File: src/rtl/rie_pkg.sv
`timescale 1ns / 1ps
`default_nettype none
// ----------------------------------------------------------------------------
// rie_pkg: shared types and constants for the postfix evaluator
// Character codes, status codes, controller states and the command and
// status bundles that join the controller to the datapath.
// ----------------------------------------------------------------------------
package rie_pkg;

   localparam int DATA_W   = 32;
   localparam int CHAR_W   = 8;
   localparam int STATUS_W = 3;

   // character codes
   localparam logic [CHAR_W-1:0] CH_PLUS    = 8'h2B;
   localparam logic [CHAR_W-1:0] CH_MINUS   = 8'h2D;
   localparam logic [CHAR_W-1:0] CH_STAR    = 8'h2A;
   localparam logic [CHAR_W-1:0] CH_SLASH   = 8'h2F;
   localparam logic [CHAR_W-1:0] CH_CARET   = 8'h5E;
   localparam logic [CHAR_W-1:0] CH_PERCENT = 8'h25;
   localparam logic [CHAR_W-1:0] CH_BANG    = 8'h21;
   localparam logic [CHAR_W-1:0] CH_NEWLINE = 8'h0A;
   localparam logic [CHAR_W-1:0] CH_ZERO    = 8'h30;
   localparam logic [CHAR_W-1:0] CH_NINE    = 8'h39;

   typedef enum logic [STATUS_W-1:0] {
      ST_OK    = 3'd0,
      ST_UNDER = 3'd1,
      ST_OVER  = 3'd2,
      ST_DIVZ  = 3'd3,
      ST_LEFT  = 3'd4
   } status_type;

   typedef enum logic [3:0] {
      S_IDLE,
      S_FINISH,
      S_DISPATCH,
      S_RD_T,
      S_RD_S,
      S_EXEC,
      S_DIV_WAIT,
      S_PUSH,
      S_BANG_RD,
      S_NL_RD,
      S_NL_OUT
   } state_type;

   typedef enum logic {
      RD_TOP,
      RD_SECOND
   } rd_sel_type;

   // controller to datapath
   typedef struct packed {
      logic       latch_char;
      logic       digit_step;
      logic       push_accum;
      logic       rd_en;
      rd_sel_type rd_sel;
      logic       cap_t;
      logic       cap_s;
      logic       exec_arith;
      logic       div_zero;
      logic       div_start;
      logic       div_take;
      logic       push_result;
      logic       bang_write;
      logic       nl_take;
      logic       nl_zero;
      logic       flag_under;
      logic       out_load;
   } cmd_type;

   // datapath to controller
   typedef struct packed {
      logic in_digit;
      logic is_binary;
      logic is_divmod;
      logic is_bang;
      logic is_newline;
      logic count_lt2;
      logic count_zero;
      logic b_zero;
      logic div_done;
      logic out_free;
   } stat_type;

   function automatic logic is_digit(input logic [CHAR_W-1:0] c);
      return c inside {[CH_ZERO:CH_NINE]};
   endfunction

   function automatic logic is_binary_op(input logic [CHAR_W-1:0] c);
      return c inside {CH_PLUS, CH_MINUS, CH_STAR, CH_SLASH, CH_CARET, CH_PERCENT};
   endfunction

   function automatic logic is_divmod_op(input logic [CHAR_W-1:0] c);
      return c inside {CH_SLASH, CH_PERCENT};
   endfunction

endpackage
`default_nettype wire

File: src/rtl/rie_ctrl.sv
`timescale 1ns / 1ps
`default_nettype none
// ----------------------------------------------------------------------------
// rie_ctrl: sequencing state machine
// Takes one character, steps a digit in, or else finishes a pending number
// and walks stack reads, ALU or divider, push or in-place not, and delivery.
// ----------------------------------------------------------------------------
module rie_ctrl (
   input  wire                       clock,
   input  wire                       reset,
   input  wire                       req_valid,
   output logic                      req_ready,
   input  wire  rie_pkg::stat_type   stat,
   output rie_pkg::cmd_type          cmd
);

   rie_pkg::state_type state_ff, state_in;

   always_ff @(posedge clock) begin
      if (reset) begin
         state_ff <= rie_pkg::S_IDLE;
      end else begin
         state_ff <= state_in;
      end
   end

   // next state and commands
   always_comb begin
      state_in   = state_ff;
      cmd        = '0;
      cmd.rd_sel = rie_pkg::RD_TOP;
      req_ready  = 1'b0;
      case (state_ff)
         rie_pkg::S_IDLE: begin
            req_ready = 1'b1;
            if (req_valid) begin
               cmd.latch_char = 1'b1;
               if (stat.in_digit) begin
                  cmd.digit_step = 1'b1;
               end else begin
                  state_in = rie_pkg::S_FINISH;
               end
            end
         end
         rie_pkg::S_FINISH: begin
            cmd.push_accum = 1'b1;
            state_in       = rie_pkg::S_DISPATCH;
         end
         rie_pkg::S_DISPATCH: begin
            state_in = rie_pkg::S_IDLE;
            if (stat.is_binary) begin
               if (stat.count_lt2) begin
                  cmd.flag_under = 1'b1;
               end else begin
                  cmd.rd_en = 1'b1;
                  state_in  = rie_pkg::S_RD_T;
               end
            end else if (stat.is_bang) begin
               if (stat.count_zero) begin
                  cmd.flag_under = 1'b1;
               end else begin
                  cmd.rd_en = 1'b1;
                  state_in  = rie_pkg::S_BANG_RD;
               end
            end else if (stat.is_newline) begin
               if (stat.count_zero) begin
                  cmd.flag_under = 1'b1;
                  cmd.nl_zero    = 1'b1;
                  state_in       = rie_pkg::S_NL_OUT;
               end else begin
                  cmd.rd_en = 1'b1;
                  state_in  = rie_pkg::S_NL_RD;
               end
            end
         end
         rie_pkg::S_RD_T: begin
            cmd.cap_t  = 1'b1;
            cmd.rd_en  = 1'b1;
            cmd.rd_sel = rie_pkg::RD_SECOND;
            state_in   = rie_pkg::S_RD_S;
         end
         rie_pkg::S_RD_S: begin
            cmd.cap_s = 1'b1;
            state_in  = rie_pkg::S_EXEC;
         end
         rie_pkg::S_EXEC: begin
            if (stat.is_divmod) begin
               if (stat.b_zero) begin
                  cmd.div_zero = 1'b1;
                  state_in     = rie_pkg::S_PUSH;
               end else begin
                  cmd.div_start = 1'b1;
                  state_in      = rie_pkg::S_DIV_WAIT;
               end
            end else begin
               cmd.exec_arith = 1'b1;
               state_in       = rie_pkg::S_PUSH;
            end
         end
         rie_pkg::S_DIV_WAIT: begin
            if (stat.div_done) begin
               cmd.div_take = 1'b1;
               state_in     = rie_pkg::S_PUSH;
            end
         end
         rie_pkg::S_PUSH: begin
            cmd.push_result = 1'b1;
            state_in        = rie_pkg::S_IDLE;
         end
         rie_pkg::S_BANG_RD: begin
            cmd.bang_write = 1'b1;
            state_in       = rie_pkg::S_IDLE;
         end
         rie_pkg::S_NL_RD: begin
            cmd.nl_take = 1'b1;
            state_in    = rie_pkg::S_NL_OUT;
         end
         rie_pkg::S_NL_OUT: begin
            if (stat.out_free) begin
               cmd.out_load = 1'b1;
               state_in     = rie_pkg::S_IDLE;
            end
         end
         default: begin
            state_in = rie_pkg::S_IDLE;
         end
      endcase
   end

endmodule
`default_nettype wire

File: config.mk
export PLATFORM = sky130hd
export DESIGN_NAME = rie_ctrl
export DESIGN_NICKNAME = d
export VERILOG_FILES = /design/src/rtl/rie_pkg.sv /design/src/rtl/rie_ctrl.sv
export SDC_FILE = /design/constraint.sdc
export NUM_CORES = 1
export LEC_CHECK = 0
export ABC_AREA = 0
export BUFFER_PORTS_ARGS = -buffer_cell sky130_fd_sc_hd__buf_4
export CAP_MARGIN = 20
export CORE_AREA = 2 2 39 41
export DETAILED_ROUTE_END_ITERATION = 7
export DIE_AREA = 0 0 41 43
export PLACE_DENSITY = 0.75
export SETUP_SLACK_MARGIN = 0.1
export SLEW_MARGIN = 20
export SYNTH_ARGS = -nofsm -noshare
export SYNTH_HDL_FRONTEND = slang
export SYNTH_SLANG_ARGS = --single-unit
File: constraint.sdc
create_clock -name clock -period 1.4 [get_ports clock]
set_input_delay 0.21 -clock clock [delete_from_list [all_inputs] [get_ports clock]]
set_output_delay 0.21 -clock clock [all_outputs]
set_load 0.02 [all_outputs]
==> flow_metrics.tcl <==
set metrics [dict create \
    status "complete, but fails checks" \
    violations "negative setup slack" \
    synthCells 73 \
    maxCapViolCount 0 \
    drive_gt1_share_pct 63.0 \
    synth_area_per_cell_um2 7.03 \
    cp.required_ns 1.19 \
    path_max_fanout 3 \
    antenna_found_initial 0 \
    largest_register_ffs 4 \
    finalSetupViolations 5 \
    avgViaCountPerCell 5.39 \
    netlist_area_um2 513 \
    p_int_mw 0.334 \
    min_to "state_ff[3]$_SDFFE_PP0P_" \
    r2r_cells 6 \
    rows 14 \
    syn2layout_area_growth_pct 103 \
    r2r_start "state_ff[2]$_SDFFE_PP0P_" \
    grt-ovfl-total 0 \
    r2r-end "state_ff[0]$_SDFFE_PP0P_" \
    fin_crit_sh_pct 106 \
    worstMarginPinSlew_ns 0.292 \
    layout.nets 134 \
    die_area_mm2 0.00176 \
    cpMaxStageDelayCell "dfxtp_2" \
    drt_iter0_markers 6 \
    critical_path_class "flip-flop to output port" \
    hold_class "primary input to flip-flop" \
    power_switching_mw 0.157 \
    drt_wl_total_mm 1.82 \
    reg2reg_slack_ns 0.06 \
    start_kind "flip-flop" \
    synth-seq-cells 4 \
    ys_seq_area_share_pct 15.6 \
    cts_tree "done" \
    fillCellCount 99 \
    drc 0 \
    ant_nets 0 \
    yosys_warnings 0 \
    place_area_um2 768 \
    clock_skew_ns 0.00259 \
    clock_power_share_pct 27.6 \
    combPwrFrac_pct 45.3 \
    cts_root_buf "clkbuf_4" \
    grt_pass1_wl_mm 2.70 \
    place_congestion 0.900 \
    fin_ws_ns -0.0891 \
    clockBufferDepth 2 \
    grt_use_total_pct 21.4 \
    p_leak_nw 0.461 \
    detail_route.wl_per_cell_um 13.5 \
    grt_pass1_vias 667 \
    fmax_mhz 672 \
    cts_buffers 3 \
    hold_viol 0 \
    clkSinkCount 4 \
    dp.cells 119 \
    power_mw 0.491 \
    grt_max_degree 9 \
    post-route-min-period_ns 1.49 \
    core_mm2 0.00138 \
    rsz0062_at_grt "yes" \
    crit_arrival_ns 1.28 \
    cpPeakStageDelay_ns 0.33 \
    cp-end-kind "output port" \
    final_area_mm2 0.00104 \
    min_from "reset" \
    io_buffer_count 30 \
    synthDistinctLibCells 30 \
    clk-insertion-delay-late_ns 0.23 \
    reg_top3 "state_ff x4" \
    vdd_drop_max_mv 0.313 \
    cts_hold_buf 0 \
    firstDrtPassIters 2 \
    htree_levels 1 \
    seqPwrFrac_pct 27.1 \
    initial_utilization_pct 37.1 \
    dp_hpwl_mm 1.11 \
    crit_chain "buf_6, nor4_4, and3_1, buf_6" \
    vias 727 \
    syn_nets 86 \
    drv_slew 0 \
    switching_share_pct 31.9 \
    stdcell_count 135 \
    n_antenna_cell 0 \
    top_register "state_ff" \
    io_pins 31 \
    cts.clk_slew.worst_paths_ns 0.04 \
    holdPathStages 2 \
    cp_common_cell "buf_6" \
    p_per_area_mw_per_mm2 472 \
    die_y_um 43 \
    die_w_um 41 \
    relSlewSlack_pct 80.5 \
]
-- placed cells by master, fill, tap and decap left out, drive strengths merged, types with 3 or more instances in the layout --
| cell | synthesis | routed |
|---|---|---|
| o22ai | 3 | 3 |
| buf | 5 | 48 |
| nand2 | 6 | 6 |
| nor2b | 4 | 4 |
| nor3 | 7 | 7 |
| nor2 | 11 | 11 |
| a21oi | 3 | 3 |
| clkbuf | 0 | 3 |
| nand2b | 7 | 7 |
| dfxtp | 4 | 4 |
-- power by group through the flow --
| stage | clock network [mW] | registers, mW | logic, mW |
|---|---|---|---|
| floorplan | 0 | 0.123 | 0.110 |
| global placement | 0 | 0.135 | 0.159 |
| detailed placement | 0 | 0.135 | 0.161 |
| CTS | 0.142 | 0.132 | 0.204 |
| global route | 0.148 | 0.133 | 0.240 |
| finish | 0.135 | 0.133 | 0.223 |
-- layout make-up --
cell class              instances  area (um^2)  share of cell area, %
inverters                       2         7.51                  0.722
multi-input cells              62          479                   46.1
clock buffers                   3         22.5                   2.17
repair buffers                 48          420                   40.4
flip-flops and latches          4         90.1                   8.66
well taps                      16         20.0                   1.93
-- worst max-delay path: cells and delay by family, from the launching register on --
kind | cells | cell delay (ns)
buffers and inverters | 2 | 0.24
and+or+nand+nor | 2 | 0.48
DFF | 1 | 0.33
-- cells by family after synthesis --
logic type      after synthesis  synth area share (%)
compound gates               17                  25.1
buf+inv                       7                  11.0
xor+xnor                      1                  1.71
flops                         4                  15.6
simple gates                 44                  46.6
-- per-layer routing --
| metal | wire length, um | vias to the layer above | share of wire [%] | track usage, % |
|---|---|---|---|---|
| met3 | 100 | 2 | 5.5 | 3.66 |
| met4 | 16 | 0 | 0.88 | 4.00 |
| li1 | - | 356 | - | - |
| met1 | 697 | 340 | 38 | 22.2 |
| met5 | 0 | - | 0 | 0 |
| met2 | 1010 | 29 | 55 | 40.9 |
-- worst max path at each step --
stage	from	to	cells past startpoint
2_1_floorplan	state_ff[0]$_SDFFE_PP0P_	cmd[15]	3
3_3_place_gp	state_ff[0]$_SDFFE_PP0P_	cmd[8]	4
3_5_place_dp	state_ff[0]$_SDFFE_PP0P_	cmd[12]	3
4_1_cts	state_ff[2]$_SDFFE_PP0P_	cmd[15]	4
5_1_grt	state_ff[3]$_SDFFE_PP0P_	cmd[8]	4
6_report	state_ff[2]$_SDFFE_PP0P_	cmd[15]	4
-- what timing repair did --
| item | CTS | global route |
|---|---|---|
| hold endpoints to repair | 0 | 0 |
| buffers inserted | 10 | 3 |
| setup endpoints to repair | 18 | 20 |
| gates resized for setup | 29 | 13 |
| pin swaps | 6 | 4 |
-- synth_stat cells --
cell type / count / area [um^2]
nand2b_1: 6 / 37.5
o21ai_1: 2 / 10.0
or3_1: 1 / 6.26
nand2_1: 6 / 22.5
nor3_1: 7 / 35.0
nor2b_1: 3 / 18.8
a2bb2oi_1: 1 / 8.76
a311o_1: 1 / 10.0
a211oi_1: 1 / 7.51
a221oi_2: 1 / 15.0
a31oi_1: 2 / 12.5
nand3_1: 1 / 5.00
nor4_1: 1 / 6.26
nor2b_2: 1 / 8.76
and2_1: 2 / 12.5
xor2_1: 1 / 8.76
o22ai_1: 3 / 18.8
buf_4: 2 / 15.0
o311a_2: 1 / 11.3
nor2_1: 11 / 41.3
dfxtp_1: 4 / 80.1
nand2b_4: 1 / 13.8
inv_1: 2 / 7.51
nor3b_2: 1 / 12.5
a211oi_2: 1 / 12.5
a21oi_1: 3 / 15.0
a21o_1: 1 / 7.51
or2_0: 1 / 6.26
and3_1: 2 / 12.5
buf_6: 3 / 33.8
-- per-stage QoR --
step	setup WS, ns	util, %	setup TNS (ns)	hold WS [ns]
2_1_floorplan	0.00873	-	0	0.275
3_3_place_gp	0.0817	55.5	0	0.412
3_5_place_dp	0.0621	55.5	0	0.416
4_1_cts	-0.0757	69.8	-0.222	0.165
5_1_grt	-0.158	75.1	-0.821	0.166
6_report	-0.0891	75.1	-0.303	0.173
No activity file was read; power rests on OpenSTA's default activity.
